$ cat src/hw/rtl/mfrh_pkg.sv
// ----------------------------------------------------------------------------
// mfrh_pkg
// Types and constants shared by the MAC frame receive handshake block.
// ----------------------------------------------------------------------------
`default_nettype none

package mfrh_pkg;

	// Frame type codes carried in the header.
	localparam logic [7:0] FT_START  = 8'd1;
	localparam logic [7:0] FT_DATA   = 8'd2;
	localparam logic [7:0] FT_ACK    = 8'd3;
	localparam logic [7:0] FT_BEACON = 8'd4;
	localparam logic [7:0] FT_PROBE  = 8'd5;

	// Result status codes.
	localparam logic [3:0] ST_BAD_LEN  = 4'd0;
	localparam logic [3:0] ST_NOT_ADDR = 4'd1;
	localparam logic [3:0] ST_DUP      = 4'd2;
	localparam logic [3:0] ST_BEACON   = 4'd3;
	localparam logic [3:0] ST_START    = 4'd4;
	localparam logic [3:0] ST_PROBE    = 4'd5;
	localparam logic [3:0] ST_DATA_ACK = 4'd6;
	localparam logic [3:0] ST_DATA_REF = 4'd7;
	localparam logic [3:0] ST_ACK      = 4'd8;
	localparam logic [3:0] ST_UNKNOWN  = 4'd9;

	// Acknowledgement kinds.
	localparam logic ACK_KIND_READY = 1'b0;
	localparam logic ACK_KIND_ACK   = 1'b1;

	// Configuration register map.
	localparam int unsigned CFG_INDEX_W = 8;
	localparam logic [CFG_INDEX_W-1:0] REG_OWN_ADDRESS       = 8'd0;
	localparam logic [CFG_INDEX_W-1:0] REG_BROADCAST_ADDRESS = 8'd1;

	localparam logic [7:0] OWN_ADDRESS_RESET       = 8'd1;
	localparam logic [7:0] BROADCAST_ADDRESS_RESET = 8'd255;

	typedef struct packed {
		logic        frame_ok;
		logic [15:0] pkt_id;
		logic [7:0]  source_address;
		logic [7:0]  destination_address;
		logic [7:0]  frame_type;
		logic [15:0] wake_ivl;
		logic [31:0] now_ticks;
	} frame_t;

	typedef struct packed {
		logic [3:0]  status;
		logic        ack_send;
		logic        ack_kind;
		logic [7:0]  ack_destination;
		logic [15:0] ack_pkt_id;
		logic        probe_armed;
		logic [7:0]  probe_partner;
		logic [3:0]  neighbor_slot;
	} result_t;

	// One neighbor table entry; an address of zero marks an empty slot.
	typedef struct packed {
		logic [7:0]  addr;
		logic [31:0] seen_at;
		logic [15:0] wake;
	} nbr_t;

endpackage

`default_nettype wire

$ cat src/hw/rtl/mfrh_cell.sv
// ----------------------------------------------------------------------------
// mfrh_cell
// One storage cell of a ring: takes its neighbor's word or a new word.
// ----------------------------------------------------------------------------
`default_nettype none

module mfrh_cell #(
	parameter int unsigned W = 16
) (
	input  wire logic         clk,
	input  wire logic         arst_n,
	input  wire logic         en,
	input  wire logic         ld,
	input  wire logic [W-1:0] chain_d,
	input  wire logic [W-1:0] load_d,
	output logic      [W-1:0] q
);

	logic [W-1:0] word_q;

	always_ff @(posedge clk or negedge arst_n) begin
		if (!arst_n) begin
			word_q <= '0;
		end else if (en) begin
			word_q <= ld ? load_d : chain_d;
		end
	end

	assign q = word_q;

endmodule

`default_nettype wire

$ cat src/hw/rtl/mac_frame_receive_handshake.sv
// ----------------------------------------------------------------------------
// mac_frame_receive_handshake
// Receive-side frame filter, duplicate check, neighbor table and handshake.
// ----------------------------------------------------------------------------
//  channel   signals                            handshake
//  frame     start, busy, frame                 taken when start && !busy
//  result    result_strobe, result              one cycle, no back-pressure
//  config    cfg_valid, cfg_ready, cfg_index,   written when cfg_valid && cfg_ready
//            cfg_data
//
// A frame dropped for length or address goes straight to the result state. Any
// other frame walks the id history ring; a duplicate stops there, a new id is
// then pushed at the front of the ring. A new beacon then walks the neighbor
// ring twice, to search and to write. The done state builds the result, which
// shows on the cycle busy falls. Each ring has a single compare port, at the
// last cell of the history ring and at cell 0 of the neighbor ring. The
// receiver cannot stall. Reset clears the rings and the handshake state and
// sets the address registers to their reset values at once; there is no
// clearing pass.
`default_nettype none

module mac_frame_receive_handshake #(
	parameter int unsigned HISTORY_DEPTH  = 10,
	parameter int unsigned NEIGHBOR_SLOTS = 10
) (
	input  wire logic                                 clk,
	input  wire logic                                 arst_n,
	input  wire logic                                 start,
	output logic                                      busy,
	input  wire mfrh_pkg::frame_t                     frame,
	output logic                                      result_strobe,
	output mfrh_pkg::result_t                         result,
	input  wire logic                                 cfg_valid,
	output logic                                      cfg_ready,
	input  wire logic [mfrh_pkg::CFG_INDEX_W-1:0]     cfg_index,
	input  wire logic [7:0]                           cfg_data
);

	localparam int unsigned HCW = $clog2(HISTORY_DEPTH + 1);
	localparam int unsigned SW  = $clog2(NEIGHBOR_SLOTS + 1);
	localparam int unsigned NW  = $bits(mfrh_pkg::nbr_t);

	typedef enum logic [5:0] {
		S_IDLE   = 6'b000001,
		S_HSCAN  = 6'b000010,
		S_HPUSH  = 6'b000100,
		S_NSCAN  = 6'b001000,
		S_NWRITE = 6'b010000,
		S_DONE   = 6'b100000
	} state_t;

	state_t             state_q;
	mfrh_pkg::frame_t   frame_q;
	mfrh_pkg::result_t  result_q;
	mfrh_pkg::result_t  res_d;
	logic               strobe_q;
	logic [7:0]         own_q;
	logic [7:0]         bcast_q;
	logic               ok_q;
	logic               addr_q;
	logic               dup_q;
	logic [HCW-1:0]     hcnt_q;
	logic [SW-1:0]      ncnt_q;
	logic               mfound_q;
	logic [SW-1:0]      midx_q;
	logic               efound_q;
	logic [SW-1:0]      eidx_q;
	logic [SW-1:0]      slot_d;
	logic               armed_q;
	logic [7:0]         partner_q;
	logic               armed_d;
	logic [7:0]         partner_d;
	logic               hist_hit;
	mfrh_pkg::nbr_t     nbr_new;
	mfrh_pkg::nbr_t     head;

	logic [15:0]        hist_v [HISTORY_DEPTH];
	logic [NW-1:0]      nbr_v  [NEIGHBOR_SLOTS];

	// History ring: every cell takes the one before it, so a rotation and a
	// push at the front move the same way; only the first cell's source differs.
	for (genvar i = 0; i < HISTORY_DEPTH; i++) begin : g_hist
		localparam int unsigned PREV = (i == 0) ? HISTORY_DEPTH - 1 : i - 1;
		mfrh_cell #(.W(16)) u_cell (
			.clk     (clk),
			.arst_n  (arst_n),
			.en      ((state_q == S_HSCAN) || (state_q == S_HPUSH)),
			.ld      ((i == 0) && (state_q == S_HPUSH)),
			.chain_d (hist_v[PREV]),
			.load_d  (frame_q.pkt_id),
			.q       (hist_v[i])
		);
	end

	assign hist_hit = (hist_v[HISTORY_DEPTH-1] == frame_q.pkt_id);

	// Neighbor ring turns toward cell 0, so after k steps cell 0 holds slot k.
	// On the write pass the last cell takes the new entry in place of slot k.
	assign nbr_new = '{addr: frame_q.source_address, seen_at: frame_q.now_ticks,
		wake: frame_q.wake_ivl};

	for (genvar i = 0; i < NEIGHBOR_SLOTS; i++) begin : g_nbr
		localparam int unsigned NXT = (i == NEIGHBOR_SLOTS - 1) ? 0 : i + 1;
		mfrh_cell #(.W(NW)) u_cell (
			.clk     (clk),
			.arst_n  (arst_n),
			.en      ((state_q == S_NSCAN) || (state_q == S_NWRITE)),
			.ld      ((i == NEIGHBOR_SLOTS - 1) && (state_q == S_NWRITE) &&
				(ncnt_q == slot_d)),
			.chain_d (nbr_v[NXT]),
			.load_d  (nbr_new),
			.q       (nbr_v[i])
		);
	end

	assign head = nbr_v[0];

	// A known sender wins over the first empty slot.
	always_comb begin
		if (mfound_q) begin
			slot_d = midx_q;
		end else if (efound_q) begin
			slot_d = eidx_q;
		end else begin
			slot_d = SW'(NEIGHBOR_SLOTS);
		end
	end

	always_comb begin
		res_d                 = '0;
		res_d.status          = mfrh_pkg::ST_UNKNOWN;
		res_d.neighbor_slot   = 4'(NEIGHBOR_SLOTS);
		armed_d               = armed_q;
		partner_d             = partner_q;
		if (!ok_q) begin
			res_d.status = mfrh_pkg::ST_BAD_LEN;
		end else if (!addr_q) begin
			res_d.status = mfrh_pkg::ST_NOT_ADDR;
		end else if (dup_q) begin
			res_d.status = mfrh_pkg::ST_DUP;
		end else begin
			case (frame_q.frame_type)
				mfrh_pkg::FT_BEACON: begin
					res_d.status        = mfrh_pkg::ST_BEACON;
					res_d.neighbor_slot = 4'(slot_d);
				end
				mfrh_pkg::FT_START: begin
					res_d.status = mfrh_pkg::ST_START;
				end
				mfrh_pkg::FT_PROBE: begin
					res_d.status          = mfrh_pkg::ST_PROBE;
					res_d.ack_send        = 1'b1;
					res_d.ack_kind        = mfrh_pkg::ACK_KIND_READY;
					res_d.ack_destination = frame_q.source_address;
					res_d.ack_pkt_id      = frame_q.pkt_id;
					armed_d               = 1'b1;
					partner_d             = frame_q.source_address;
				end
				mfrh_pkg::FT_DATA: begin
					if (armed_q && (frame_q.source_address == partner_q)) begin
						res_d.status          = mfrh_pkg::ST_DATA_ACK;
						res_d.ack_send        = 1'b1;
						res_d.ack_kind        = mfrh_pkg::ACK_KIND_ACK;
						res_d.ack_destination = frame_q.source_address;
						res_d.ack_pkt_id      = frame_q.pkt_id;
						armed_d               = 1'b0;
						partner_d             = 8'd0;
					end else begin
						res_d.status = mfrh_pkg::ST_DATA_REF;
					end
				end
				mfrh_pkg::FT_ACK: begin
					res_d.status = mfrh_pkg::ST_ACK;
				end
				default: begin
					res_d.status = mfrh_pkg::ST_UNKNOWN;
				end
			endcase
		end
		res_d.probe_armed   = armed_d;
		res_d.probe_partner = partner_d;
	end

	// Header payload needs no reset.
	always_ff @(posedge clk) begin
		if ((state_q == S_IDLE) && start) begin
			frame_q <= frame;
		end
		if (state_q == S_DONE) begin
			result_q <= res_d;
		end
	end

	always_ff @(posedge clk or negedge arst_n) begin
		if (!arst_n) begin
			state_q   <= S_IDLE;
			strobe_q  <= 1'b0;
			own_q     <= mfrh_pkg::OWN_ADDRESS_RESET;
			bcast_q   <= mfrh_pkg::BROADCAST_ADDRESS_RESET;
			ok_q      <= 1'b0;
			addr_q    <= 1'b0;
			dup_q     <= 1'b0;
			hcnt_q    <= '0;
			ncnt_q    <= '0;
			mfound_q  <= 1'b0;
			midx_q    <= '0;
			efound_q  <= 1'b0;
			eidx_q    <= '0;
			armed_q   <= 1'b0;
			partner_q <= 8'd0;
		end else begin
			strobe_q <= 1'b0;
			if (cfg_valid) begin
				if (cfg_index == mfrh_pkg::REG_OWN_ADDRESS) begin
					own_q <= cfg_data;
				end else if (cfg_index == mfrh_pkg::REG_BROADCAST_ADDRESS) begin
					bcast_q <= cfg_data;
				end
			end
			case (state_q)
				S_IDLE: begin
					if (start) begin
						ok_q     <= frame.frame_ok;
						addr_q   <= (frame.destination_address == own_q) ||
							(frame.destination_address == bcast_q);
						dup_q    <= 1'b0;
						mfound_q <= 1'b0;
						efound_q <= 1'b0;
						hcnt_q   <= '0;
						ncnt_q   <= '0;
						if (frame.frame_ok && ((frame.destination_address == own_q) ||
							(frame.destination_address == bcast_q))) begin
							state_q <= S_HSCAN;
						end else begin
							state_q <= S_DONE;
						end
					end
				end
				S_HSCAN: begin
					if (hist_hit) begin
						dup_q <= 1'b1;
					end
					hcnt_q <= hcnt_q + 1'b1;
					if (hcnt_q == HCW'(HISTORY_DEPTH - 1)) begin
						state_q <= (dup_q || hist_hit) ? S_DONE : S_HPUSH;
					end
				end
				S_HPUSH: begin
					state_q <= (frame_q.frame_type == mfrh_pkg::FT_BEACON) ?
						S_NSCAN : S_DONE;
				end
				S_NSCAN: begin
					if (!mfound_q && (head.addr == frame_q.source_address)) begin
						mfound_q <= 1'b1;
						midx_q   <= ncnt_q;
					end
					if (!efound_q && (head.addr == 8'd0)) begin
						efound_q <= 1'b1;
						eidx_q   <= ncnt_q;
					end
					if (ncnt_q == SW'(NEIGHBOR_SLOTS - 1)) begin
						ncnt_q  <= '0;
						state_q <= S_NWRITE;
					end else begin
						ncnt_q <= ncnt_q + 1'b1;
					end
				end
				S_NWRITE: begin
					ncnt_q <= ncnt_q + 1'b1;
					if (ncnt_q == SW'(NEIGHBOR_SLOTS - 1)) begin
						state_q <= S_DONE;
					end
				end
				S_DONE: begin
					strobe_q  <= 1'b1;
					armed_q   <= armed_d;
					partner_q <= partner_d;
					state_q   <= S_IDLE;
				end
				default: begin
					state_q <= S_IDLE;
				end
			endcase
		end
	end

	assign busy          = (state_q != S_IDLE);
	assign cfg_ready     = 1'b1;
	assign result_strobe = strobe_q;
	assign result        = result_q;

endmodule

`default_nettype wire

$ cat config.mk
export PLATFORM = sky130hd
export DESIGN_NAME = mac_frame_receive_handshake
export DESIGN_NICKNAME = d
export VERILOG_FILES = /design/src/hw/rtl/mfrh_pkg.sv /design/src/hw/rtl/mfrh_cell.sv /design/src/hw/rtl/mac_frame_receive_handshake.sv
export SDC_FILE = /design/constraint.sdc
export NUM_CORES = 1
export LEC_CHECK = 0
export ABC_AREA = 1
export BUFFER_PORTS_ARGS = -buffer_cell sky130_fd_sc_hd__buf_2
export CORE_ASPECT_RATIO = 0.6
export CORE_MARGIN = 5
export CORE_UTILIZATION = 50
export DETAILED_ROUTE_END_ITERATION = 10
export PLACE_DENSITY = 0.79
export SYNTH_ARGS = -nofsm -noshare
export SYNTH_HDL_FRONTEND = slang
export SYNTH_SLANG_ARGS = --single-unit
$ cat constraint.sdc
create_clock -name clk -period 2 [get_ports clk]
set_input_delay 0.1 -clock clk [delete_from_list [all_inputs] [get_ports clk]]
set_output_delay 0.1 -clock clk [all_outputs]
set_load 0.05 [all_outputs]
# Word-level counts from Yosys, hierarchy flattened
# Index checks and enable logic that the tools add are counted.
[totals]
ff_bits = 896
word_cells = 155
out_inout_bits = 46
[op_classes]
mux = 40
eq_ne = 28
bitwise_logic = 4
reduce_logical = 31
n_addsub = 2
[ops]
columns = ["cell", "n"]
rows = [
  ["two-way mux 56 bit", 1],
  ["one-hot mux 26 bit (2 select lines)", 1],
  ["two-way mux 6 bit", 7],
  ["== test 8 bit", 4],
  ["two-way mux 8 bit", 4],
  ["one-hot mux 6 bit (5 select lines)", 1],
  ["two-way mux 26 bit", 1],
  ["one-hot mux 4 bit (5 select lines)", 1],
  ["== test 16 bit", 1],
  ["== test 8 x 1 -> 1 bit, second input constant", 2],
  ["== test 8 x 2 -> 1 bit, second input constant", 2],
  ["== test 8 x 3 -> 1 bit, second input constant", 2],
  ["logical NOT 8 bit", 2],
  ["two-way mux 16 bit", 1],
  ["two-way mux 4 bit", 4],
  ["one-hot mux 8 bit (2 select lines)", 1],
  ["AND reduction 2 bit", 7],
  ["one-hot mux 4 bit (3 select lines)", 1],
  ["AND reduction 3 bit", 4],
  ["two-way mux 1 bit", 11],
  ["!= test 2 x 1 -> 1 bit, second input constant", 5],
  ["adder 4 x 1 -> 4 bit, second input constant", 2],
  ["== test 4 bit, second input constant", 2],
  ["one-hot mux 1 bit (2 select lines)", 4],
  ["other kinds (20)", 34],
]

# Longest topological paths before layout
[depth]
word_depth = 7
mapped_depth = 12
ltp_nobuf = 12

# Modules after synthesis
# Synthesis repeated with hierarchy kept, for this count alone.
[unflattened]
hier_cells = 6816
hier_area_um2 = 47779.6
[modules_own_cells]
columns = ["module", "area_each_um2", "n_inst", "cells_each"]
rows = [
  ["mfrh_cell at g_nbr[0].u_cell ...", 3101.7, 10, 474],
  ["mfrh_cell at g_hist[0].u_cell ...", 904.6, 10, 136],
  ["mac_frame_receive_handshake", 7716.2, 1, 716],
]

# Worst setup path after synthesis
# OpenSTA, ideal clock, no wires.
[synth_path]
kind = "register to register"
from = "register state_q[2]"
to = "register ncnt_q[2]"
setup_ps = 124
slack_ps = -273
n_path_buf = 0
stages_incl_launch_ff = 9
synth_period_minus_slack_ps = 2273
arrival_time_ps = 2149
path_cell_list = "dfrtp_1 -> nor2_4 -> nand4_2 -> nor2_4 -> nor2_2 -> inv_2 -> nand2_1 -> nor2_1 -> nor3_1"
[synth_via]
elab_chain_cells = 3
word_cells_on_any_way = 7
[synth_lines]
columns = ["element", "line", "rtl"]
rows = [
  ["from (decl)", "mac_frame_receive_handshake.sv:52", "state_t state_q;"],
  ["from (signal assigned)", "mac_frame_receive_handshake.sv:245", "state_q <= (dup_q || hist_hit) ? S_DONE : S_HPUSH;"],
  ["from (signal assigned)", "mac_frame_receive_handshake.sv:249", "state_q <= (frame_q.frame_type == mfrh_pkg::FT_BEACON) ?"],
  ["== test 6 x 1 -> 1 bit (tied with other cells)", "mac_frame_receive_handshake.sv:220", "case (state_q)"],
  ["!= test 2 bit (no source line) or nonzero test 3 bit (tied branches)", "-", ""],
  ["AND reduction 2 bit (no source line)", "-", ""],
  ["to (signal assigned)", "mac_frame_receive_handshake.sv:265", "ncnt_q <= ncnt_q + 1'b1;"],
  ["to (signal assigned)", "mac_frame_receive_handshake.sv:269", "ncnt_q <= ncnt_q + 1'b1;"],
  ["to (decl)", "mac_frame_receive_handshake.sv:63", "logic [SW-1:0] ncnt_q;"],
]
# Parallel ways exist; a longest one is shown, timed or not.
# A chain may end at the register's enable or synchronous reset.

# Worst setup path in the final report
[layout_path]
from = "register frame_q[66] in the netlist's numbering"
to = "register result_q (netlist bit result[23]) (data pin)"
[layout_via]
elab_chain_cells = 4
[layout_lines]
columns = ["element", "line", "rtl"]
rows = [
  ["from (decl)", "mac_frame_receive_handshake.sv:53", "mfrh_pkg::frame_t frame_q;"],
  ["from (signal assigned)", "mac_frame_receive_handshake.sv:187", "frame_q <= frame;"],
  ["== test 8 bit", "mac_frame_receive_handshake.sv:160", "if (armed_q && (frame_q.source_address == partner_q)) begin"],
  ["logical AND 1 bit", "mac_frame_receive_handshake.sv:160", ""],
  ["two-way mux 26 bit", "mac_frame_receive_handshake.sv:160", ""],
  ["one-hot mux 26 bit (2 select lines)", "mac_frame_receive_handshake.sv:142", "case (frame_q.frame_type)"],
  ["to (signal assigned)", "mac_frame_receive_handshake.sv:190", "result_q <= res_d;"],
  ["to (decl)", "mac_frame_receive_handshake.sv:54", "mfrh_pkg::result_t result_q;"],
]
# No other way between the ends.

==> results.md <==
Route:
- The number of routed nets with antenna violations is 0.
- The routed design has 33.18 mm of wire.
- In the routed design, unresolved DRC markers number 0.
- Summing over every cut layer, the via total after detailed routing is 11160.
- The number of design-rule violations left by the first detailed-router iteration is 1015.
- After detailed routing, the average wire length per cell comes to 14.96 um.
- The ratio of routed vias to standard cells is 5.030.
- Before antenna repair, the detailed router went through 5 iterations.

Place:
- Summing all placed instances gives a cell area of 16340 um^2.
- Including well taps, the total number of placed cells is 2112.
- Port buffering added 105 buffers.
- The HPWL after detailed placement is 21.65 mm.
- At the end of routability-driven placement, the weighted congestion stood at 0.8543.

Floorplanning:
- The floorplan die height is 144.5 um.
- The horizontal die dimension is 234.2 um.
- 155 I/O pins were placed.
- The die footprint is 33840 um^2.
- The floorplan has 49 rows.
- The total area inside the core boundary comes to 29860 um^2.
- The effective utilization at floorplan is 0.5049.

Timing:
- The final critical-path share of the clock period is 0.9413.
- The final number of hold-violating endpoints is 0.
- The final critical path time including I/O delays and setup is 1.883 ns.
- Final hold analysis gives a worst-case slack of 0.05403 ns.
- The total of endpoints with negative setup slack in the final report is 0.
- The final-report max-slew violation count is 0.
- Static timing analysis puts the maximum clock frequency at 531.2 MHz.
- For the pin with the worst max-slew slack, the measured transition is 0.5702 ns.
- Clock skew on the completed layout was measured at 0.01778 ns.
- The headroom to the max-slew limit is 0.6199.

Worst setup path:
- Traced cell by cell, the critical path runs through inv_1 > nand2_1 > nand2_1 > nor2_1 > nand2_1 > nor2_4 > nand3_4 > inv_2 > nor2_4 > buf_12 > nor2_1.
- For this run, the slowest stage of the critical path takes 0.40 ns.
- The standard cell with the maximum stage delay on the critical path is sky130_fd_sc_hd__edfxtp_1.
- Along the worst path, the maximum fanout reaches 25.
- Counting stages on the worst path, the most repeated cell is sky130_fd_sc_hd__nand2_1.
- The critical path endpoint category is a flop.
- For the worst setup path, the data arrival time is 2.25 ns.
- For the worst setup path, the data required time is 2.37 ns.
- The critical path in this run is classified as flop to flop.
- The worst setup path is launched from a flop.
- The critical path buffer and inverter count is 3.
- Among cell families on the critical path, the largest total delay comes from simple AND/OR/NAND/NOR gates.

Synthesis:
- The sequential fraction of the synthesis area is 0.6366.
- Counting instances in the post-synthesis netlist gives the leading cell types as sky130_fd_sc_hd__nand2_1, sky130_fd_sc_hd__dfrtp_1, sky130_fd_sc_hd__inv_1, sky130_fd_sc_hd__o21ai_0, sky130_fd_sc_hd__edfxtp_1.
- The warning count from the yosys run is 0.
- The number of flops mapped to enable cells by yosys is 75.
- A synthesized cell averages 9.306 um^2.
- In the synthesized netlist, the number of instances is 1620.
- Sorting the synthesized cells by area gives the leading types as sky130_fd_sc_hd__dfrtp_1, sky130_fd_sc_hd__nand2_1, sky130_fd_sc_hd__edfxtp_1.
- The number of nets produced by synthesis is 1733.
- The most common cell in the synthesized netlist is sky130_fd_sc_hd__nand2_1.
- Among all flip-flop cells after synthesis, the most frequent one is sky130_fd_sc_hd__dfrtp_1.
- The share of synthesized area in the top cell type comes to 0.4697.
- The share of flip-flops with an asynchronous set or reset after synthesis is 0.7962.
- The cell type with the highest aggregate area in the netlist is sky130_fd_sc_hd__dfrtp_1.
- The post-synthesis sequential element count is 368.
- The cell area that synthesis handed to floorplanning was 15080 um^2.
- The post-synthesis cell type count is 41.

Power:
- The proportion of power drawn by the clock network is 0.385.
- The analysis attributes to net switching a power of 0.004699 W.
- The switching part of the total power is 0.2686.
- The register share of total power is 0.483.
- The share of total power dissipated in combinational logic is 0.132.
- The power density of the placed cells is 973.5 nW/um^2.
- The leakage power summed over all cells is 8.993 nW.
- The worst-case vdd ir drop is 546.3 uV.
- Internal power comes to 0.01279 W.

Status:
- The run finished with clean final reports.

Global routing:
- The initial antenna violation count is 1.
- The final global-route overflow total is 0.
- The wire length of the first global-routing pass is 54.50 mm.
- The largest net degree at the start of global routing is 81.
- For this run, the total global-route usage over all layers was measured as 0.1993.
- The via count of the first global-routing pass is 10870.

Clock tree:
- In this run the deepest clock path goes through 3 buffers.
- The tree is rooted in a sky130_fd_sc_hd__clkbuf_16.
- The clock insertion delay at the later pin of the skew report is 0.53 ns.
- TritonCTS built the clock tree.
- Clock-pin slew was measured on the worst setup and hold paths at 0.07 ns.
- Counting the buffers created by CTS gives 34.
- The clock net in this run drives a total of 368 sinks.
- The H-tree generated during clock tree synthesis spans 2 levels.

Layout:
- The share of the core filled with cells in the final layout is 0.6019.
- The repair_antennas step left the layout with diodes totalling 0.
- In the final layout, the share of cells above drive strength 1 is 0.1315.
- Excluding fillers, the count of instances in the completed layout stands at 2218.
- In the final design database the tool counted 1897 nets.
- The filler cell count is 2368.
- After routing the design area is 17970 um^2.
- The area added between synthesis and finish is 19.21%.

Run:
- The number of max-cap violations is 0.

Min path:
- The tightest min-delay check is of the input port to flop type.
[worst reg2reg max path, stage by stage (launching register included)]
cell and delay [ns]:
sky130_fd_sc_hd__edfxtp_1 0.40, sky130_fd_sc_hd__inv_1 0.13, sky130_fd_sc_hd__nand2_1 0.08, sky130_fd_sc_hd__nand2_1 0.05, sky130_fd_sc_hd__nor2_1 0.16, sky130_fd_sc_hd__nand2_1 0.15
sky130_fd_sc_hd__nor2_4 0.16, sky130_fd_sc_hd__nand3_4 0.15, sky130_fd_sc_hd__inv_2 0.12, sky130_fd_sc_hd__nor2_4 0.04, sky130_fd_sc_hd__buf_12 0.17, sky130_fd_sc_hd__nor2_1 0.13
[state kept, by name (all words and copies together) (netlist names), 4 cells and up]
name	count
g_hist.u_cell.q	160
g_nbr.u_cell.q	80
result	43
frame_q	32
bcast_q	8
own_q	8
partner_q	8
state_q	6
eidx_q	4
hcnt_q	4
midx_q	4
ncnt_q	4
[stage by stage]
stage | total power, W | TNS, ns | setup WS [ns]
floorplan | 0.009883 | -0.1883 | -0.04562
global placement | 0.01074 | 0 | 0.1908
detailed placement | 0.01081 | 0 | 0.1569
CTS | 0.01762 | 0 | 0.1191
global route | 0.01820 | -0.02449 | -0.02449
finish | 0.01749 | 0 | 0.1175
[what timing repair did]
action,in CTS,in global routing
setup endpoints to repair,0,18
hold endpoints to repair,165,0
hold buffers,43,0
resized for setup,0,3
buffers inserted,0,1
[power by group through the flow]
stage          registers, W  clock network, W  logic, W
6_report            0.00845           0.00674   0.00230
5_1_grt             0.00848           0.00723   0.00249
4_1_cts             0.00844           0.00687   0.00231
3_5_place_dp        0.00858                 0   0.00223
3_3_place_gp        0.00857                 0   0.00217
2_1_floorplan       0.00904                 0  0.000845
[cells in the final DEF (no fill, tap or decap), drive strengths merged, types with 12 or more instances in the layout]
cell type / instances
a21oi: 23
buf: 143
clkbuf: 56
dfrtp: 283
dlygate4sd3: 43
edfxtp: 75
inv: 154
nand2: 689
nand3: 32
nand4: 12
nor2: 85
o21ai: 126
o22ai: 24
xnor2: 16
[cell families after synthesis]
family	Yosys count	synth area share
AND/OR/NAND/NOR	830	0.2224
flip-flops	368	0.6366
buffers and inverters	214	0.06117
AO/OA/AOI/OAI	181	0.06349
XOR/XNOR	22	0.01278
adder cells (fa/ha/maj)	4	0.003320
other	1	0.0002487
[final cells by class]
class                           count  area [um^2]  share of cell area
Clock inverter                      6        81.33            0.004526
Multi-Input combinational cell   1038         4593              0.2556
Sequential cell                   368         9597              0.5340
Timing Repair Buffer              186         1514             0.08424
Tap cell                          408        510.5             0.02841
Inverter                          156        586.8             0.03265
Clock buffer                       56         1089             0.06057
[per-layer routing]
layer	vias to the layer above	GRT usage	wire (um)
li1	5419	-	-
met1	5321	0.2850	15010
met2	351	0.3126	15140
met3	63	0.04297	2209
met4	2	0.05743	817
met5	-	0	13
[worst paths after layout]
kind / startpoint / to / slack, ns / depth (start not counted)
max: frame_q[66] / result[23] / 0.12 / 11
min: frame[62] / addr_q / 0.05 / 6
min reg2reg: g_hist[4].u_cell.q[6] / g_hist[4].u_cell.q[6] / 0.47 / 2
max in group asynchronous: arst_n / bcast_q[0] / 1.15 / 3
max reg2reg: frame_q[66] / result[23] / 0.12 / 11
min in group asynchronous: arst_n / partner_q[4] / 0.13 / 2
(Power assumes the default switching activity.)
